**config.mk**
```make
export PLATFORM = sky130hd
export DESIGN_NAME = led_blink_mode_shift_driver_core
export DESIGN_NICKNAME = d
export VERILOG_FILES = /design/src/rtl/lbsd_pkg.sv /design/src/rtl/lbsd_cell.sv /design/src/rtl/led_blink_mode_shift_driver_core.sv
export SDC_FILE = /design/constraint.sdc
export NUM_CORES = 1
export LEC_CHECK = 0
export BUFFER_PORTS_ARGS = -buffer_cell sky130_fd_sc_hd__buf_4
export CORE_ASPECT_RATIO = 0.7
export CORE_MARGIN = 4
export CORE_UTILIZATION = 50
export CTS_CLUSTER_DIAMETER = 150
export DETAILED_ROUTE_END_ITERATION = 16
export PLACE_DENSITY = 0.68
export SYNTH_ARGS = -nofsm -noshare
export SYNTH_HDL_FRONTEND = slang
export SYNTH_HIERARCHICAL = 1
export SYNTH_SLANG_ARGS = --single-unit
```
**constraint.sdc**
```tcl
create_clock -name aclk -period 6.5 [get_ports aclk]
set_input_delay 0.325 -clock aclk [delete_from_list [all_inputs] [get_ports aclk]]
set_output_delay 0.325 -clock aclk [all_outputs]
set_load 0.05 [all_outputs]
```
**src/rtl/lbsd_pkg.sv**
```systemverilog
// Package for the LED blink shift driver: request kinds, mode codes and the
// per-channel LED level function. No dependencies.
package lbsd_pkg;

    localparam logic [1:0] KIND_TICK    = 2'd0;
    localparam logic [1:0] KIND_SET_ONE = 2'd1;
    localparam logic [1:0] KIND_SET_ALL = 2'd2;

    localparam logic [2:0] MODE_OFF    = 3'd0;
    localparam logic [2:0] MODE_ON     = 3'd1;
    localparam logic [2:0] MODE_FAST   = 3'd2;
    localparam logic [2:0] MODE_MEDIUM = 3'd3;
    localparam logic [2:0] MODE_SLOW   = 3'd4;

    localparam logic [15:0] PERIOD_RESET = 16'd150;

    typedef struct packed {
        logic       load;
        logic       shift;
        logic [2:0] phase;
        logic [2:0] mode;
    } cell_ctrl_t;

    function automatic logic led_level(input logic [2:0] mode, input logic [2:0] phase);
        logic level;
        case (mode)
            MODE_ON:     level = 1'b1;
            MODE_FAST:   level = phase[0];
            MODE_MEDIUM: level = phase[1];
            MODE_SLOW:   level = phase[2];
            default:     level = 1'b0;
        endcase
        return level;
    endfunction

endpackage

```
**src/rtl/lbsd_cell.sv**
```systemverilog
// One channel cell of the LED blink shift driver: holds the channel mode and
// one stage of the serial frame chain. Depends on lbsd_pkg.
module lbsd_cell (
    input  logic                  aclk,
    input  logic                  aresetn,
    input  lbsd_pkg::cell_ctrl_t  ctrl,
    input  logic                  set_en,
    input  logic                  shift_in,
    output logic                  shift_out
);

    logic [2:0] mode_reg;
    logic       bit_reg;

    always_ff @(posedge aclk) begin
        if (!aresetn) begin
            mode_reg <= lbsd_pkg::MODE_OFF;
        end else if (set_en) begin
            mode_reg <= ctrl.mode;
        end
    end

    always_ff @(posedge aclk) begin
        if (ctrl.load) begin
            bit_reg <= lbsd_pkg::led_level(mode_reg, ctrl.phase);
        end else if (ctrl.shift) begin
            bit_reg <= shift_in;
        end
    end

    assign shift_out = bit_reg;

endmodule

```
**src/rtl/led_blink_mode_shift_driver_core.sv**
```systemverilog
// LED blink shift driver top level: request decode, tick and phase timing,
// and the chain of channel cells. Depends on lbsd_pkg and lbsd_cell.
//
// A tick request loads the LED level of every channel into a chain of
// CHANNELS cells, which then shifts one bit per accepted result, highest
// channel first, with latch set on channel 0. A tick therefore occupies the
// result channel for CHANNELS results; the next tick is taken in the same
// cycle as the last bit of the current frame leaves. Mode set requests are
// taken every cycle, also while a frame is shifting, and show in the next
// frame.
module led_blink_mode_shift_driver_core #(
    parameter int CHANNELS = 16
) (
    input  logic        aclk,
    input  logic        aresetn,
    input  logic        cfg_we,
    input  logic [15:0] cfg_wdata,
    input  logic        s_valid,
    output logic        s_ready,
    input  logic [1:0]  s_kind,
    input  logic [3:0]  s_channel,
    input  logic [2:0]  s_mode,
    output logic        m_valid,
    input  logic        m_ready,
    output logic        m_data_bit,
    output logic [3:0]  m_bit_channel,
    output logic        m_latch
);

    localparam int CNT_W = $clog2(CHANNELS + 1);
    localparam int IDX_W = $clog2(CHANNELS);

    logic [CNT_W-1:0] bit_cnt_reg, bit_cnt_next;
    logic [15:0]      period_reg;
    logic [15:0]      tick_reg, tick_next;
    logic [2:0]       phase_reg, phase_next;
    logic [15:0]      tick_inc;
    logic             frame_free;
    logic             accept;
    logic             is_tick;
    logic             shift;
    logic [IDX_W-1:0] out_idx;
    logic [CHANNELS-1:0] set_en;
    logic [CHANNELS:0]   chain;
    lbsd_pkg::cell_ctrl_t ctrl;

    assign frame_free = (bit_cnt_reg == '0) || (m_latch && m_ready);
    assign s_ready    = frame_free || (s_kind != lbsd_pkg::KIND_TICK);
    assign accept     = s_valid && s_ready;
    assign is_tick    = accept && (s_kind == lbsd_pkg::KIND_TICK);
    assign shift      = m_valid && m_ready;

    always_comb begin
        tick_inc   = tick_reg + 16'd1;
        tick_next  = tick_reg;
        phase_next = phase_reg;
        if (is_tick) begin
            if (tick_inc >= period_reg) begin
                tick_next  = '0;
                phase_next = phase_reg + 3'd1;
            end else begin
                tick_next = tick_inc;
            end
        end
    end

    always_comb begin
        bit_cnt_next = bit_cnt_reg;
        if (is_tick) begin
            bit_cnt_next = CNT_W'(CHANNELS);
        end else if (shift) begin
            bit_cnt_next = bit_cnt_reg - CNT_W'(1);
        end
    end

    always_ff @(posedge aclk) begin
        if (!aresetn) begin
            bit_cnt_reg <= '0;
            period_reg  <= lbsd_pkg::PERIOD_RESET;
            tick_reg    <= '0;
            phase_reg   <= '0;
        end else begin
            bit_cnt_reg <= bit_cnt_next;
            tick_reg    <= tick_next;
            phase_reg   <= phase_next;
            if (cfg_we) begin
                period_reg <= cfg_wdata;
            end
        end
    end

    assign ctrl.load  = is_tick;
    assign ctrl.shift = shift;
    assign ctrl.phase = phase_next;
    assign ctrl.mode  = s_mode;

    assign chain[0] = 1'b0;

    for (genvar i = 0; i < CHANNELS; i++) begin : g_cell
        assign set_en[i] = accept && ((s_kind == lbsd_pkg::KIND_SET_ALL) ||
                           ((s_kind == lbsd_pkg::KIND_SET_ONE) && (int'(s_channel) == i)));

        lbsd_cell u_cell (
            .aclk      (aclk),
            .aresetn   (aresetn),
            .ctrl      (ctrl),
            .set_en    (set_en[i]),
            .shift_in  (chain[i]),
            .shift_out (chain[i+1])
        );
    end

    assign out_idx       = IDX_W'(bit_cnt_reg - CNT_W'(1));
    assign m_valid       = (bit_cnt_reg != '0);
    assign m_data_bit    = chain[CHANNELS];
    assign m_bit_channel = 4'(out_idx);
    assign m_latch       = (bit_cnt_reg == CNT_W'(1));

endmodule

```
=== Yosys cells after proc, flatten, opt, wreduce, memory -nomap -nowiden ===
Index checks and enable logic that the tools add are counted.

* Bits in registers: 104

* $add $sub $neg: 3
* Magnitude comparators: 1
* Equality and inequality tests: 82
* Multiplexer cells: 53
* Bitwise logic cells: 1
* Reductions and logical operators: 61

{| class="wikitable"
|+ Operators with widths
! operator !! number
|-
| equality test 3 x 2 -> 1 bit, second input constant || 32
|-
| case mux 1 bit (4 select lines) || 16
|-
| equality test 3 x 1 -> 1 bit, second input constant || 16
|-
| equality test 3 bit, second input constant || 16
|-
| logical AND 1 bit || 36
|-
| equality test 4 bit, second input constant || 8
|-
| two-way mux 1 bit || 32
|-
| logical OR 1 bit || 18
|-
| adder 16 x 1 -> 16 bit, second input constant || 1
|-
| equality test 4 x 3 -> 1 bit, second input constant || 4
|-
| >= comparator 16 bit || 1
|-
| two-way mux 16 bit || 1
|-
| two-way mux 5 bit || 2
|-
| equality test 4 x 2 -> 1 bit, second input constant || 2
|-
| two-way mux 3 bit || 2
|-
| equality test 5 x 1 -> 1 bit, second input constant || 1
|-
| zero test 5 bit || 1
|-
| nonzero test 5 bit || 1
|-
| subtractor 5 x 1 -> 5 bit, second input constant || 1
|-
| equality test 4 x 1 -> 1 bit, second input constant || 1
|-
| zero test 4 bit || 1
|-
| nonzero test 2 bit || 2
|-
| adder 3 x 1 -> 3 bit, second input constant || 1
|-
| equality test 2 x 1 -> 1 bit, second input constant || 1
|-
| 4 further kinds || 4
|}

=== Longest topological paths before layout ===
* Depth in word-level cells: 9
* Depth in mapped cells: 15
* Gate-level depth less buffers: 14

=== Cells and area by module ===
Netlist, hierarchy kept.

{| class="wikitable"
|+ Modules (own cells, without submodules)
! module !! instances !! cells each !! area each (um2) !! seq. area each (um2)
|-
| lbsd_cell || 16 || 19 || 188.9 || 90.1
|-
| led_blink_mode_shift_driver_core || 1 || 316 || 2,682.6 || 800.8
|}

=== Worst setup path after synthesis ===
Ideal clock, no wire load.

* Kind: reg-to-reg
* From: reg tick_reg[0]
* To: reg g_cell[0].u_cell.bit_reg (data pin)
* Setup time: 0.152 ns
* Arrival: 3.714 ns
* Path slack: 2.633 ns
* Cell stages (with the launch flop): 15
* Buffers on the path: 1
* Clock period less this slack: 3.867 ns
* Path through: dfxtp_1 -> ha_1 -> and4_1 -> and4_1 -> clkbuf_1 -> nand4_1 -> xnor2_1 -> ha_1 -> nand4_1 -> a211oi_1 -> a32oi_4 -> a21oi_4 -> xor2_1 -> a32oi_1 -> a31oi_1

* Longest elaborated chain between the ends: 6

{| class="wikitable"
|+ RTL lines
! what !! RTL line !! source
|-
| start: declaration || led_blink_mode_shift_driver_core.sv:35 || <nowiki>logic [15:0] tick_reg, tick_next;</nowiki>
|-
| start signal: assignment || led_blink_mode_shift_driver_core.sv:84 || <nowiki>tick_reg <= tick_next;</nowiki>
|-
| adder 16 x 1 -> 16 bit || led_blink_mode_shift_driver_core.sv:54 || <nowiki>tick_inc = tick_reg + 16'd1;</nowiki>
|-
| >= comparator 16 bit || led_blink_mode_shift_driver_core.sv:58 || <nowiki>if (tick_inc >= period_reg) begin</nowiki>
|-
| two-way mux 3 bit || led_blink_mode_shift_driver_core.sv:58 ||
|-
| two-way mux 3 bit || led_blink_mode_shift_driver_core.sv:57 || <nowiki>if (is_tick) begin</nowiki>
|-
| net phase_next[0] || led_blink_mode_shift_driver_core.sv:36 || <nowiki>logic [2:0] phase_reg, phase_next;</nowiki>
|-
| case mux 1 bit (4 select lines) || lbsd_pkg.sv:26 || <nowiki>case (mode)</nowiki>
|-
| two-way mux 1 bit || lbsd_cell.sv:24 || <nowiki>if (ctrl.load) begin</nowiki>
|-
| end signal: assignment || lbsd_cell.sv:25 || <nowiki>bit_reg <= lbsd_pkg::led_level(mode_reg, ctrl.phase);</nowiki>
|-
| end signal: assignment || lbsd_cell.sv:27 || <nowiki>bit_reg <= shift_in;</nowiki>
|-
| end: declaration || lbsd_cell.sv:13 || <nowiki>logic bit_reg;</nowiki>
|}

The timed path passes the listed nets, and every way through them passes these cells.
A chain may end at the register's enable or synchronous reset.

=== Final worst setup path ===
* From: reg tick_reg[0]
* To: reg g_cell[9].u_cell.bit_reg (data pin)

* Longest elaborated chain between the ends: 6

{| class="wikitable"
|+ RTL lines
! what !! RTL line
|-
| adder 16 x 1 -> 16 bit || led_blink_mode_shift_driver_core.sv:54
|-
| >= comparator 16 bit || led_blink_mode_shift_driver_core.sv:58
|-
| two-way mux 3 bit || led_blink_mode_shift_driver_core.sv:58
|-
| two-way mux 3 bit || led_blink_mode_shift_driver_core.sv:57
|-
| net phase_next[2] || led_blink_mode_shift_driver_core.sv:36
|-
| case mux 1 bit (4 select lines) || lbsd_pkg.sv:26
|-
| two-way mux 1 bit || lbsd_cell.sv:24
|-
| end signal: assignment || lbsd_cell.sv:25
|-
| end signal: assignment || lbsd_cell.sv:27
|-
| end: declaration || lbsd_cell.sv:13
|}

The timed path passes the listed nets, and every way through them passes these cells.

==> results.md <==
* Result of the run: finished, final reports clean
* Wire length per cell after detailed routing at 16.3 um
* Die Footprint at 13200 um^2
* EDFF count, synth at 16
* Starting density of the core at 51.4%
* Via count of the routed design at 4581
* Setup fix buffers added after clock tree synthesis at 0
* Clock power frac at 27.5%
* Post-layout min period at 4820 ps
* Flip-flop count of the largest register, all copies and words added at 48
* Pwr/cell area at 306 nW/um^2
* HPWL after detailed placement at 8890 um
* Maximum capacitance violations at 0
* Global route overflow at 0
* Area fraction of the dominant cell type after synthesis at 30.9%
* Core box area at 11100 um^2
* Library cell with the largest summed area after synthesis: dfxtp_1
* Most frequent cells in the layout: 88 x dfxtp_1, 82 x nor2b_1, 79 x nor2_1, 65 x mux2i_1, 37 x buf_4
* Achievable clock frequency at 207 MHz
* Slew at the pin with the worst max-slew slack at 1000 ps
* Area growth from synthesis to layout at 11.7%
* Final hold violation count at 0
* Highest fanout seen on the critical path at 19
* Total Power at 0.00195 W
* Number of cells after detailed placement at 794
* Most common cell after layout, fill and taps aside: dfxtp_1
* Post-synth top flop: dfxtp_1
* Worst vdd ir at 0.000309 V
* Main combinational cell family by area after synthesis: simple AND/OR/NAND/NOR gates
* Overall fraction of global-route tracks in use at 20.4%
* Chip Width at 136 um
* Slowest stage cell on the critical path: xor2_2
* Total of cells resized after clock tree synthesis at 0
* Top area cells in the synthesized netlist: dfxtp_1 31%, mux2i_1 11%, nor2b_1 9.0%
* Cell Count, Final, Fillers Out at 810
* Sinks on the clock net at 104
* Die height at 97.4 um
* Final RePlAce weighted congestion at 0.864
* Max Clock Skew at 7.99 ps
* Post-synthesis share of cell area spent on and, or, nand and nor gates at 26.9%
* DRT Wirelength at 13200 um
* Net load switching power at 0.000665 W
* Class of the tightest hold or removal check: in -> reg
* Setup TNS at 0 ps
* Kind of cell adding the most delay to the critical path: compound AO/OA/AOI/OAI gates
* Hold buffer count at cts at 0
* Cell area after synthesis at 5710 um^2
* Depth of the most critical reg-to-reg path at 13
* Number of filler cells placed in the layout at 976
* Critical path depth in cells at 13
* Cell chosen for the clock root: clkbuf_16
* Combinational power share at 30.7%
* Initial antenna violation count at 0
* Multiplexer fraction of the synthesized cell area at 11.7%
* Reported leakage power at 2.38 nW
* Worst hold path stage count at 3
* Reg-to-reg slack, setup at 1680 ps
* Number of nets in the finished design at 702
* Worst Path Required at 6690 ps
* Synth Area in XOR/XNOR at 2.61%
* Post-CTS clock slew at the launch and capture registers of the worst setup and hold paths at 70 ps
* Average footprint of a synthesized cell at 9.20 um^2
* Port Buf Inserts at 37
* Relative contribution of sequential cells to total power at 41.8%
* Cells along the critical path: ha_1 > and4_1 > and4_1 > nand4_1 > xnor2_1 > ha_1 > o21ai_0 > o22ai_1 > a31oi_2 > a21oi_1 > xor2_2 > nand3_1 > a31oi_1
* Number of buffer and inverter stages on the critical path at 0
* Wire length of the first global-routing pass at 21800 um
* Residual DRC count at 0
* Largest net degree at the start of global routing at 77
* Register bit total from synthesis at 104
* Net switching fraction of the power at 34.1%
* Startpoint Class: flip-flop
* Worst setup path class: reg -> reg
* Number of cells produced by synthesis at 620
* Final core utilization at 57.5%
* Portion of the clock cycle consumed by the worst path in the final layout at 74.2%
* Syn. warnings at 6
* Vias in the first global route at 4342
* Fraction of layout instances using a drive strength above 1 at 12.6%
* Number of H-tree branching levels at 3
* Via density at 5.66
* Antenna diode count at 0
* Adder-cell area share of the yosys netlist at 4.39%
* RSZ-0062 raised after global routing: false
* Internal power component at 0.00129 W
* Proportion of synthesized chip area in sequential cells at 39.3%
* Count of antenna-violating nets left after detailed routing at 0
* Post-synth net total at 670
* Category of the worst setup path capture point: flip-flop
* Latest clock arrival within the worst-skew pair at 350 ps
* Worst max-slew margin expressed relative to the limit at 33.1%
* Endpoint arrival time on the critical path at 5010 ps
* Total clock buffers created by CTS at 9
* Max-slew violation count at 0
* Number of unique standard cell types used by synthesis at 54
* Initial DRC Count at 354
* Final setup violating endpoints at 0
* Delay of the slowest cell on the worst path at 810 ps
* Maximum clock insertion buffer count at 2
* I/O pin total at 38
* Proportion of register bits with asynchronous set or reset after synthesis at 0%
* Count of TritonRoute iterations in the first routing pass at 5
* TritonCTS clock tree: built
* Number of standard-cell rows in the floorplan at 32
* Compound-cell area share of the yosys netlist at 11.9%
power by group through the flow:
stage | Clock, W | Combinational (W) | Sequential (W)
after floorplan | 0 | 0.000441 | 0.000820
after global placement | 0 | 0.000580 | 0.000827
after detailed placement | 0 | 0.000600 | 0.000828
after CTS | 0.000548 | 0.000601 | 0.000815
after global routing | 0.000573 | 0.000654 | 0.000824
final | 0.000536 | 0.000600 | 0.000815
path summary, 6_finish.rpt:
kind                                  start                                    to
setup / recovery   tick_reg[0]$_SDFFE_PN0P_  g_cell[9].u_cell/shift_out$_DFFE_PP_
hold / removal                 cfg_wdata[1]            period_reg[1]$_SDFFE_PN1P_
setup reg to reg   tick_reg[0]$_SDFFE_PN0P_  g_cell[9].u_cell/shift_out$_DFFE_PP_
hold reg to reg   tick_reg[15]$_SDFFE_PN0P_             tick_reg[15]$_SDFFE_PN0P_
per-stage QoR:
step           setup slack (ps)  hold WS (ps)  area, um^2
4_1_cts                    1770           188        6370
6_report                   1680           200        6370
3_5_place_dp               1790           475        6090
2_1_floorplan              2630           451        5710
3_3_place_gp               1980           460        6090
5_1_grt                    1380           195        6370
per-layer routing:
| metal | vias to the layer above | track usage (%) | wire length [um] |
|---|---|---|---|
| met4 | 0 | 5.27 | 121 |
| met5 | - | 0 | 0 |
| met2 | 121 | 29.0 | 5510 |
| met1 | 2185 | 31.5 | 6920 |
| met3 | 11 | 3.93 | 638 |
| li1 | 2264 | - | - |
Yosys cell counts (6+ instances only):
cell type  count
nand2b_1      19
or2_2         19
a31oi_1       23
clkbuf_1      11
xor2_1         9
a32oi_1       16
nand4_1        8
inv_1         20
nor2_1        79
nor2b_1       82
nand3_1       22
mux2i_1       65
nand2_1       26
ha_1          20
o21ai_0        6
edfxtp_1      16
dfxtp_1       88
a21oi_1       19
xnor2_1        8
logic make-up after synthesis:
logic type	Yosys count
flops	104
compound gates	93
buf+inv	37
simple gates	282
mux	66
fa+ha+maj	20
xor+xnor	17
other cells	1
worst min-delay path, cell delays in order:
cell	delay, ps
buf_4	70
nand2_1	40
o211ai_1	60
area by class of cell:
type,instances,area (um^2),area share (%)
flip-flops and latches,104,2240,35.2
multi-input cells,479,3300,51.7
well taps,153,191,3.00
repair buffers,37,278,4.36
inverters,21,78.8,1.24
clock buffers,10,229,3.59
clock inverters,6,60.1,0.942
Power figures use the tool's default switching activity.
